<file path="config.mk">
export PLATFORM = sky130hd
export DESIGN_NAME = reply_frame_hunter
export DESIGN_NICKNAME = d
export VERILOG_FILES = /design/src/rfh_pkg.sv /design/src/rfh_cell.sv /design/src/rfh_out_buf.sv /design/src/reply_frame_hunter.sv
export SDC_FILE = /design/constraint.sdc
export NUM_CORES = 1
export LEC_CHECK = 0
export BUFFER_PORTS_ARGS = -buffer_cell sky130_fd_sc_hd__buf_2
export CAP_MARGIN = 30
export CORE_MARGIN = 5
export CORE_UTILIZATION = 50
export DETAILED_ROUTE_END_ITERATION = 16
export PLACE_DENSITY_LB_ADDON = 0.08
export SETUP_SLACK_MARGIN = 0.3
export SYNTH_ARGS = -nofsm -noshare
export SYNTH_HDL_FRONTEND = slang
export SYNTH_SLANG_ARGS = --single-unit
</file>
<file path="constraint.sdc">
create_clock -name i_clk -period 13.7 [get_ports i_clk]
set_input_delay 1.37 -clock i_clk [delete_from_list [all_inputs] [get_ports i_clk]]
set_output_delay 1.37 -clock i_clk [all_outputs]
set_load 0.1 [all_outputs]
</file>
<file path="src/rfh_pkg.sv">
// Shared constants and types for the reply frame hunter.
package rfh_pkg;

    // Frame layout
    localparam int FRAME_LENGTH_DEF = 11;
    localparam logic [7:0] HEADER_BYTE = 8'h55;
    localparam logic [7:0] REPLY_TYPE  = 8'h5F;

    // Control broadcast from the top level to every window cell
    typedef struct packed {
        logic shift;   // move bytes one place toward the oldest end
        logic clear;   // wipe the window after a matched frame
    } t_cell_ctrl;

endpackage

</file>
<file path="src/rfh_cell.sv">
// One byte cell of the sliding receive window.
module rfh_cell
    import rfh_pkg::*;
(
    input  logic       i_clk,
    input  logic       i_rst_n,
    input  t_cell_ctrl i_ctrl,
    input  logic [7:0] i_byte,   // byte from the newer neighbor
    output logic [7:0] o_byte    // byte held, seen by the older neighbor
);

    logic [7:0] r_byte;
    logic [7:0] n_byte;

    // Clear wins over shift; otherwise hold
    always_comb begin
        n_byte = r_byte;
        if (i_ctrl.clear) begin
            n_byte = 8'h00;
        end else if (i_ctrl.shift) begin
            n_byte = i_byte;
        end
    end

    always_ff @(posedge i_clk) begin
        if (!i_rst_n) begin
            r_byte <= 8'h00;
        end else begin
            r_byte <= n_byte;
        end
    end

    assign o_byte = r_byte;

endmodule

</file>
<file path="src/rfh_out_buf.sv">
// Output register with one skid entry for matched reply values.
module rfh_out_buf
    import rfh_pkg::*;
(
    input  logic        i_clk,
    input  logic        i_rst_n,
    input  logic        i_push,     // new result; only while skid is empty
    input  logic [15:0] i_value,
    output logic        o_full,     // skid entry occupied
    output logic        o_valid,
    output logic [15:0] o_value,
    input  logic        i_stall
);

    logic        r_out_valid;
    logic [15:0] r_out_value;
    logic        r_skid_valid;
    logic [15:0] r_skid_value;
    logic        w_take;

    assign w_take = r_out_valid && !i_stall;

    // Control: output slot refills from skid first, then from a new result
    always_ff @(posedge i_clk) begin
        if (!i_rst_n) begin
            r_out_valid  <= 1'b0;
            r_skid_valid <= 1'b0;
        end else if (!r_out_valid || w_take) begin
            if (r_skid_valid) begin
                r_out_valid  <= 1'b1;
                r_skid_valid <= 1'b0;
            end else begin
                r_out_valid <= i_push;
            end
        end else if (i_push) begin
            r_skid_valid <= 1'b1;
        end
    end

    // Payload
    always_ff @(posedge i_clk) begin
        if (!r_out_valid || w_take) begin
            if (r_skid_valid) begin
                r_out_value <= r_skid_value;
            end else if (i_push) begin
                r_out_value <= i_value;
            end
        end else if (i_push) begin
            r_skid_value <= i_value;
        end
    end

    assign o_full  = r_skid_valid;
    assign o_valid = r_out_valid;
    assign o_value = r_out_value;

endmodule

</file>
<file path="src/reply_frame_hunter.sv">
// A matched reply value is registered in the output slot, or in the skid entry while i_stall holds it.
// Throughput: one byte per cycle; input stalls only while two results wait downstream.
// The window is a chain of byte cells; a running checksum register tracks the
// sum of all but the newest cell, so the match test is one add/subtract and compare.
// Reset (synchronous, active low) zeroes the window and checksum and drops
// any pending results; no clearing pass is needed.
module reply_frame_hunter
    import rfh_pkg::*;
#(
    parameter int FRAME_LENGTH = FRAME_LENGTH_DEF
)
(
    input  logic        i_clk,
    input  logic        i_rst_n,
    input  logic        i_valid,
    output logic        o_stall,
    input  logic [7:0]  i_rx_byte,
    output logic        o_valid,
    input  logic        i_stall,
    output logic [15:0] o_reply_value
);

    logic [7:0]  w_win [FRAME_LENGTH];   // index 0 is the oldest byte
    logic        w_accept;
    logic        w_match;
    logic        w_full;
    logic [7:0]  w_sum_next;
    logic [15:0] w_value;
    logic [7:0]  r_sum;
    logic [7:0]  n_sum;
    t_cell_ctrl  w_ctrl;

    assign w_accept = i_valid && !w_full;
    assign o_stall  = w_full;

    // Checksum of the window after the shift, without the newest byte
    assign w_sum_next = r_sum - w_win[0] + w_win[FRAME_LENGTH-1];

    // Frame test on the post-shift window
    assign w_match = (w_win[1] == HEADER_BYTE) && (w_win[2] == REPLY_TYPE)
                  && (w_sum_next == i_rx_byte);
    assign w_value = {w_win[4], w_win[3]};

    assign w_ctrl.shift = w_accept;
    assign w_ctrl.clear = w_accept && w_match;

    // Cell chain: each cell loads from its newer neighbor
    genvar gi;
    generate
        for (gi = 0; gi < FRAME_LENGTH; gi++) begin : g_cell
            if (gi == FRAME_LENGTH - 1) begin : g_last
                rfh_cell u_cell (
                    .i_clk  (i_clk),
                    .i_rst_n(i_rst_n),
                    .i_ctrl (w_ctrl),
                    .i_byte (i_rx_byte),
                    .o_byte (w_win[gi])
                );
            end else begin : g_mid
                rfh_cell u_cell (
                    .i_clk  (i_clk),
                    .i_rst_n(i_rst_n),
                    .i_ctrl (w_ctrl),
                    .i_byte (w_win[gi+1]),
                    .o_byte (w_win[gi])
                );
            end
        end
    endgenerate

    // Running checksum
    always_comb begin
        n_sum = r_sum;
        if (w_accept) begin
            n_sum = w_match ? 8'h00 : w_sum_next;
        end
    end

    always_ff @(posedge i_clk) begin
        if (!i_rst_n) begin
            r_sum <= 8'h00;
        end else begin
            r_sum <= n_sum;
        end
    end

    rfh_out_buf u_out (
        .i_clk  (i_clk),
        .i_rst_n(i_rst_n),
        .i_push (w_accept && w_match),
        .i_value(w_value),
        .o_full (w_full),
        .o_valid(o_valid),
        .o_value(o_reply_value),
        .i_stall(i_stall)
    );

`ifndef SYNTHESIS
    // A match transfer always leaves a result visible next cycle
    a_match_shows: assert property (@(posedge i_clk) disable iff (!i_rst_n)
        (w_accept && w_match) |=> o_valid)
        else $error("matched frame produced no output");

    // Checksum restarts from zero after a match
    a_sum_cleared: assert property (@(posedge i_clk) disable iff (!i_rst_n)
        (w_accept && w_match) |=> (r_sum == 8'h00))
        else $error("checksum not cleared after match");

    // Skid entry is only used behind a full output register
    a_skid_order: assert property (@(posedge i_clk) disable iff (!i_rst_n)
        w_full |-> o_valid)
        else $error("skid holds data while output register is empty");

    // Checks that the checksum holds without a transfer; the window holds likewise
    a_idle_hold: assert property (@(posedge i_clk) disable iff (!i_rst_n)
        !w_accept |=> $stable(r_sum))
        else $error("checksum changed without a byte transfer");
`endif

endmodule
</file>
==> After elaboration in Yosys (flattened, before gate mapping) <==
Index checks and enable logic that the tools add are counted.
{ "totals": {"register_bits": 130, "latchBits": 0, "ramBits": 0, "mem_bits_ro": 0, "inputBits": 12, "output_inout_bits": 18, "elab_cells": 41, "memories": 0} }
{ "op_classes": {"addsub": 2, "multipliers": 0, "n_div": 0, "order_cmp": 0, "n_eq_ne": 3, "shifts": 0, "muxes": 4, "n_bitwise": 2, "n_reduce_logical": 14} }
{ "ops": {"columns": ["op", "count"], "rows": [
  ["$mux 16", 2],
  ["$eq 8x7->1 const B", 2],
  ["$add 8x8->8", 1],
  ["$eq 8x8->1", 1],
  ["$mux 8", 1],
  ["$sub 8x8->8", 1],
  ["$logic_and 1x1->1", 5],
  ["$reduce_and 2->1", 2],
  ["$reduce_or 2->1", 2],
  ["$logic_not 1->1", 3],
  ["$not 1->1", 2],
  ["$reduce_bool 2->1", 1],
  ["$logic_or 1x1->1", 1],
  ["$mux 1", 1]
]} }

==> Logic depth before layout (Yosys ltp) <==
Gate-level depths: netlist of run 1.
{ "depth": {"word_depth": 7, "depth_mapped": 13, "ltp_nobuf": 11} }

==> Cells and area by module <==
Synthesis of run 1 repeated with hierarchy kept, for this count alone.
{ "unflattened": {"hier_cells": 491, "hier_area_um2": 5691.7} }
{ "by_module_without_submodules": {"columns": ["mod", "n_inst", "cells_each", "area_per_inst_um2", "seq_area_each_um2"], "rows": [
  ["rfh_cell", 11, 27, 292.8, 160.2],
  ["rfh_out_buf", 1, 58, 1292.5, 1001.0],
  ["reply_frame_hunter", 1, 136, 1178.6, 160.2]
]} }

==> Least setup slack after synthesis of run 1 <==
No wires, ideal clock.
{ "synth_timing": {"path_kind": "input port to flip-flop", "from": "input port i_rx_byte[5]", "to": "register u_out.r_skid_value[0], enable pin", "setup_ns": 0.409, "t_arrival_ns": 3.975, "t_required_ns": 13.291, "setup_slack_ns": 9.316, "cell_stages": 7, "n_path_buf": 1, "path_cell_list": "xnor2_1 a2111oi_0 or3_1 nor4_2 nand4_2 buf_6 nor3_1"} }
{ "synth_between": {"elab_chain_cells": 4} }
{ "synth_rtl": {"columns": ["item", "line", "rtl"], "rows": [
  ["from (decl)", "reply_frame_hunter.sv:17", "input logic [7:0] i_rx_byte,"],
  ["$eq 8x8->1", "reply_frame_hunter.sv:41", "&& (w_sum_next == i_rx_byte);"],
  ["$logic_and 1x1->1", "reply_frame_hunter.sv:41", null],
  ["$logic_and 1x1->1", "reply_frame_hunter.sv:90", ".i_push (w_accept && w_match),"],
  ["$reduce_and 2->1 (no line)", null, null],
  ["to (signal assigned)", "rfh_out_buf.sv:49", "r_skid_value <= i_value;"],
  ["to (decl)", "rfh_out_buf.sv:18", "logic [15:0] r_skid_value;"]
]} }
Every way passes these cells.
A chain may end at the register's enable or synchronous reset.

==> Worst setup path in the final report of run 1 <==
{ "layout_timing": {"from": "register r_sum[1]", "to": "register u_out.r_out_value[9], in the netlist u_out.o_value[9], enable pin"} }
{ "layout_between": {"elab_chain_cells": 7} }
{ "layout_rtl": {"columns": ["item", "line", "rtl"], "rows": [
  ["from (decl)", "reply_frame_hunter.sv:29", "logic [7:0] r_sum;"],
  ["from (signal assigned)", "reply_frame_hunter.sv:83", "r_sum <= n_sum;"],
  ["$sub 8x8->8", "reply_frame_hunter.sv:37", "assign w_sum_next = r_sum - w_win[0] + w_win[FRAME_LENGTH-1];"],
  ["$add 8x8->8", "reply_frame_hunter.sv:37", null],
  ["$eq 8x8->1", "reply_frame_hunter.sv:41", null],
  ["$logic_and 1x1->1", "reply_frame_hunter.sv:41", null],
  ["$logic_and 1x1->1", "reply_frame_hunter.sv:90", null],
  ["$reduce_bool 2->1 (no line)", null, null],
  ["$reduce_and 2->1 (no line)", null, null],
  ["to (signal assigned)", "rfh_out_buf.sv:44", "r_out_value <= r_skid_value;"],
  ["to (signal assigned)", "rfh_out_buf.sv:46", "r_out_value <= i_value;"],
  ["to (decl)", "rfh_out_buf.sv:16", "logic [15:0] r_out_value;"]
]} }
Every way passes these cells.

==> metrics, run 1 <==
leak pwr=0.00232 uW; setup TNS=0 ps; # Post-CTS Setup Buffers=0; syn_area_per_cell=10.3 um2; yosys warns=0; Area growth syn-to-layout=13.5%; dominant cells by area after synthesis=dfxtp_1 35%, edfxtp_1 17%, nand3_1 9.2%; CTS buffer count=17; Total Routed Length=11,600 um; Top delay family on crit path=compound AO/OA/AOI/OAI gates; number of fill cells=974; Slew Limit Fails=0; Worst Skew=9.33 ps; initial antenna violation count=0; Final min period=4200 ps; status=finished, final reports clean; ant diodes=0; Post-Synthesis Cells=543; Post-synth EDFFs=32; Reg-to-Reg Start=r_sum[1]; Reg2Reg Depth=11; Worst Hold Class=flop to flop; hold path depth=2; share of the yosys chip area belonging to registers=52.2%; Clock transition at path regs=60 ps; buffers added on ports=29; number of hold violations in the final report=0; cts hold-fix bufs=0; Hold Path End=g_cell[5].g_mid.u_cell.o_byte[3]; Die H=116 um; Yosys cell types=46; CP Buf/Inv Count=3; Clock Path Buffers=2; Final #Nets=579; CORE AREA=10,900 um2; Slew HR=36.0%; Post-DP HPWL=7480 um; largest net degree at the start of global routing=103; via count=4,082; RSZ-0062 raised after global routing=no; Max Cap Violations=0; Root Buffer=clkbuf_8; Final Setup Violations=0; gpl congestion=0.941; IO Pins=30; slowest CP cell=a22o_1; Critical Path AT=4330 ps; Yosys reg bits=130; Clock Latency Late Sink=500 ps; die area=13,400 um2; Tcrit/Tclk final=30.7%; 1st-iter DRT viols=279; area of the mapped netlist=5600 um2; global-route wire length before repair=19,500 um; Post-route DRC=0; Hold Path Origin=g_cell[6].g_mid.u_cell.o_byte[3]; Critical Path RT=13,830 ps; CP Capture Type=flop; VDD IR max=90.8 uV; post-cts sizing count=0; CTS tree=yes; worst slew pin tran=960 ps; DRT Pass-1 Iters=5; Via density=5.79; Async SR Flop Fraction=0%; vias in the first global route=3,856; remaining global-route overflow=0; Net Count, Synth=570; Crit Path Max Fanout=52; Pwr per Cell Area=166 nW/um2; Rows=38; top cell type's share of synthesized area=35.0%; placed inst area=5750 um2; Max stage delay on crit path=640 ps; GRT Overall Usage=18.3%; top-count cell post-synth=nand3_1; htree depth=4; Synth area leader=dfxtp_1; critical path, cell by cell=inv_1, fa_1, inv_1, fa_1, xnor2_1, nand4_1, a2111oi_0, nand2_1, and4b_1, buf_4, a22o_1; worst r2r dst=u_out.o_value[9]; design area=6360 um2; Die Width=116 um; Initial Utilization=51.4%; commonest cells in the netlist=103 x nand3_1, 98 x dfxtp_1, 55 x o21ai_0, 39 x a32o_1, 35 x clkbuf_1; antenna-violating nets left=0; CP Launch Type=flop; Main synth FF type=dfxtp_1; f_max=0.238 GHz; R2R setup slack=9500 ps; Setup CP Type=flop to flop; CTS sink count=130; ratio of cells with drive above 1 in the final layout=15.9%; WL/cell=16.5 um
[sequential cells by signal, summed over array words and instances (netlist names)]
| register | count |
|---|---|
| u_out.o_value | 16 |
| u_out.r_skid_value | 16 |
| u_out.o_valid | 1 |
| g_cell.g_last.u_cell.o_byte | 8 |
| u_out.o_full | 1 |
| g_cell.g_mid.u_cell.o_byte | 80 |
| r_sum | 8 |
[report_power, final]
group          switching [uW]  internal (uW)  leakage (uW)
clock                     157            305      0.000299
sequential               4.72            400       0.00109
combinational             111           75.5      0.000929
[per-stage QoR]
step                hold slack [ps]  total power, uW  utilization [%]  instances  setup WS (ps)
finish                          461             1050             58.4        705           9500
CTS                             466             1060             58.4        705           9500
global route                    484             1100             58.4        705           9220
global placement                441              596             52.7        672           9550
detailed placement              459              598             52.8        673           9390
floorplan                       425              561                -        543           9320
[cells in the final DEF (no fill, tap or decap), drive strengths merged, types with 2 or more instances in the layout]
cell type	instances
a21boi	6
xor2	4
xnor2	11
inv	34
ha	8
nand3	103
or2	2
nor3	3
buf	37
a21o	2
or3	2
nor2b	2
nand2	20
a211oi	2
fa	7
nor2	6
a21oi	7
clkinv	4
nand2b	2
nand4	5
a32o	39
a2111oi	3
and2	5
and3	3
edfxtp	32
and4b	4
nor4bb	3
clkbuf	22
a22o	2
nor4	2
mux2	16
o21ai	55
bufinv	4
or4	2
dfxtp	98
[logic make-up (layout without fill, tap and decap cells)]
| group | after synthesis | in the layout | synth area share (%) |
|---|---|---|---|
| xor gates and xnor gates | 15 | 15 | 2.35 |
| buffers and inverters | 80 | 102 | 6.70 |
| AOI/OAI and AO/OA | 121 | 121 | 15.4 |
| DFF | 130 | 130 | 52.2 |
| adders and majority gates | 15 | 15 | 4.29 |
| and+or+nand+nor | 165 | 165 | 15.7 |
| muxes | 17 | 17 | 3.40 |
[per-layer routing]
layer | track usage, % | wire length, um | vias to the layer above
li1 | - | - | 2011
met1 | 24.3 | 5340 | 1977
met2 | 29.5 | 5650 | 80
met3 | 4.18 | 473 | 14
met4 | 6.42 | 189 | 0
met5 | 0 | 0 | -
[final cells by class]
class	count	area, um2	share of cell area (%)
clock buffers	22	453	7.12
multi-input cells	333	2320	36.5
well taps	140	175	2.75
flip-flops and latches	130	2920	46.0
inverters	33	124	1.95
clock inverters	10	156	2.46
repair buffers	37	209	3.29
[worst reg2reg max path: stages, from the launching register on]
cell       delay [ps]
dfxtp_1           330
inv_1              60
fa_1              540
inv_1              70
fa_1              510
xnor2_1           220
nand4_1           120
a2111oi_0         480
nand2_1           160
and4b_1           280
buf_4             390
a22o_1            680
[worst max path at each step]
stage / from / to / slack [ps] / cells past startpoint
3_3_place_gp: i_rx_byte[5] / u_out.o_value[4] / 9550 / 8
3_5_place_dp: i_rx_byte[5] / u_out.o_value[4] / 9390 / 8
5_1_grt: r_sum[2] / u_out.o_value[10] / 9220 / 11
4_1_cts: r_sum[2] / u_out.o_value[8] / 9500 / 11
6_report: r_sum[1] / u_out.o_value[9] / 9500 / 11
2_1_floorplan: i_rx_byte[5] / u_out.r_skid_value[0] / 9320 / 7
Note: power is estimated with default switching activity, not from simulation.
==> inputs of run 2 (changes only) <==
Settings changed: ABC_AREA set to 1.
Clock period 13.7 ns to 3.8 ns, I/O delays scaled along.
==> metrics, run 2 <==
Worst Hold Class=primary input to flop; pre-CTS WS=592 ps (-8800 ps); CORE AREA=11,000 um2 (+0.87%); Yosys reg bits=130 (unchanged); Net Count, Synth=758 (+33%); buffers added on ports=29 (unchanged); Async SR Flop Fraction=0% (unchanged); Main synth FF type=dfxtp_1; Multi-input gate area=2230 um2 (-3.7%); Post-Synthesis Cells=731 (+35%); f_max=0.315 GHz (+32%); Clock Latency Late Sink=410 ps (-90 ps); Worst Skew=8.80 ps (-0.533 ps); setup TNS=0 ps (unchanged); Slew HR=58.0% (+22 points); Hold Path Origin=i_rx_byte[7]; share of the yosys chip area belonging to registers=51.5% (-0.64 points); most frequent cells in the layout=196 x nand2_1, 99 x inv_1, 99 x o21ai_0; Slew Limit Fails=0 (unchanged); antenna-violating nets left=0 (unchanged); gpl congestion=0.876 (-7.0%); CP Launch Type=flop; Area growth syn-to-layout=16.0%; Post-DP HPWL=7390 um (-1.2%); Max Cap Violations=0 (unchanged); CTS sink count=130 (unchanged); Post-route DRC=0 (unchanged); top-count cell post-synth=nand2_1; placed inst area=5900 um2 (+2.7%); Clock Path Buffers=2 (unchanged); Clock transition at path regs=60 ps (about the same); ratio of cells with drive above 1 in the final layout=12.8% (-3.2 points); 1st-iter DRT viols=220 (-21%); Root Buffer=clkbuf_16; status=finished, final reports clean; CTS tree=yes; htree depth=4 (unchanged); Yosys cell types=23 (-50%); Critical Path AT=3290 ps (-1040 ps); Fin Hold WS=290 ps (-171 ps); register area=2920 um2 (unchanged); GRT Overall Usage=18.4% (+0.086 points); initial antenna violation count=0 (unchanged); Tcrit/Tclk final=83.6% (+53 points); Via density=4.85 (-16%); RSZ-0062 raised after global routing=no; via count=4,408 (+8.0%); IO Pins=30 (unchanged); dominant cells by area after synthesis=dfxtp_1 35%, edfxtp_1 17%, nand2_1 13%; number of hold violations in the final report=0 (unchanged); ant diodes=0 (unchanged); Rows=38 (unchanged); Crit Path Max Fanout=8 (-85%); worst slew pin tran=630 ps (-330 ps); CTS buffer count=17 (unchanged); commonest non-fill, non-tap cell in the layout=nand2_1; yosys warns=0 (unchanged); Setup CP Type=flop to flop; WL/cell=12.7 um (-23%); Pwr per Cell Area=608 nW/um2 (+270%); Critical Path RT=3920 ps (-9910 ps); Final #Nets=782 (+35%); CP startpoint=r_sum[1]; global-route wire length before repair=19,600 um (+0.64%); VDD IR max=305 uV (+240%); Final min period=3180 ps (-1020 ps); DRT Pass-1 Iters=5 (unchanged); commonest cells in the netlist=197 x nand2_1, 100 x inv_1, 99 x o21ai_0, 98 x dfxtp_1, 88 x nor2_1; Die Width=117 um (+0.57%); area of the mapped netlist=5670 um2 (+1.3%); Util after Layout=59.9% (+1.5 points); die area=13,600 um2 (+1.1%); CP Capture Type=flop; max reg flops=80 (unchanged); remaining global-route overflow=0 (unchanged); largest net degree at the start of global routing=120 (+17%); vias in the first global route=4,150 (+7.6%); leak pwr=0.00295 uW (+27%); number of fill cells=964 (-1.0%); Post-synth EDFFs=32 (unchanged); Setup WS post-layout=625 ps (-8880 ps); design area=6580 um2 (+3.4%); top cell type's share of synthesized area=34.6% (-0.43 points); Die H=117 um (+0.57%); Reg-to-Reg Start=r_sum[1]; Final Setup Violations=0 (unchanged); Synth area leader=dfxtp_1; syn_area_per_cell=7.76 um2 (-25%); Total Routed Length=11,500 um (-1.2%); Initial Utilization=51.6% (+0.19 points)
run 2: cell count changes after synthesis, moves of 39 or more:
cell,delta
inv_1,+67
nor2_1,+82
nand2_1,+177
a32o_1,-39
o21ai_0,+44
nand3_1,-85
run 2: cell families after synthesis:
family,count (synthesis),share of synthesized area (%)
compound gates,117,10.4
fa+ha+maj,15,4.24
buf+inv,134,9.64
flops,130,51.5
simple gates,335,24.2
run 2: repair_timing:
action                                  CTS  global route
endpoints found under the setup margin    0            70
resized for setup                         0             8
setup buffers                             0             0
hold buffers                              0             0
run 2: final cells by class:
type / count / area share, %
flip-flops and latches: 130 / 44.4
multi-input cells: 467 / 34.0
clock buffers: 17 / 6.47
inverters: 101 / 5.76
repair buffers: 38 / 3.84
clock inverters: 15 / 2.87
well taps: 140 / 2.66
run 2: layer usage:
| metal | track usage [%] | up-vias | part of all wire, % |
|---|---|---|---|
| met1 | 24.3 | 1986 | 47 |
| met3 | 5.39 | 14 | 4.4 |
| met5 | 0 | - | 0 |
| met2 | 28.9 | 79 | 47 |
| met4 | 6.26 | 0 | 1.4 |
| li1 | - | 2329 | - |
run 2: critical path, stage by stage (launching register included):
cell and delay (ps):
dfxtp_1 320, inv_1 60, fa_1 530, inv_1 70, fa_1 560, inv_1 60
nand2_1 60, nand2_1 60, nor2_2 100, nand3_1 70, nor2_1 110, nand4_1 110
nor2_2 110, nand3_2 140, nand2_1 110, inv_1 80, nor2_4 150, buf_6 180
run 2: final timing paths:
check / endpoint / slack, ps / depth (start not counted)
setup / recovery: u_out.o_value[11] / 620 / 17
setup reg to reg: u_out.o_value[11] / 620 / 17
hold / removal: g_cell[10].g_last.u_cell.o_byte[7] / 290 / 3
hold reg to reg: u_out.r_skid_value[5] / 430 / 0
run 2: metrics by stage:
stage	std cells	total power, uW
after CTS	906	4020
final	908	4000
after floorplan	731	2180
after global routing	908	4250
after detailed placement	874	2330
after global placement	874	2310
run 2: report_power, final:
| part | total [uW] | internal (uW) | switching (uW) |
|---|---|---|---|
| combinational | 771 | 278 | 493 |
| clock | 1680 | 1090 | 593 |
| sequential | 1540 | 1500 | 42.8 |
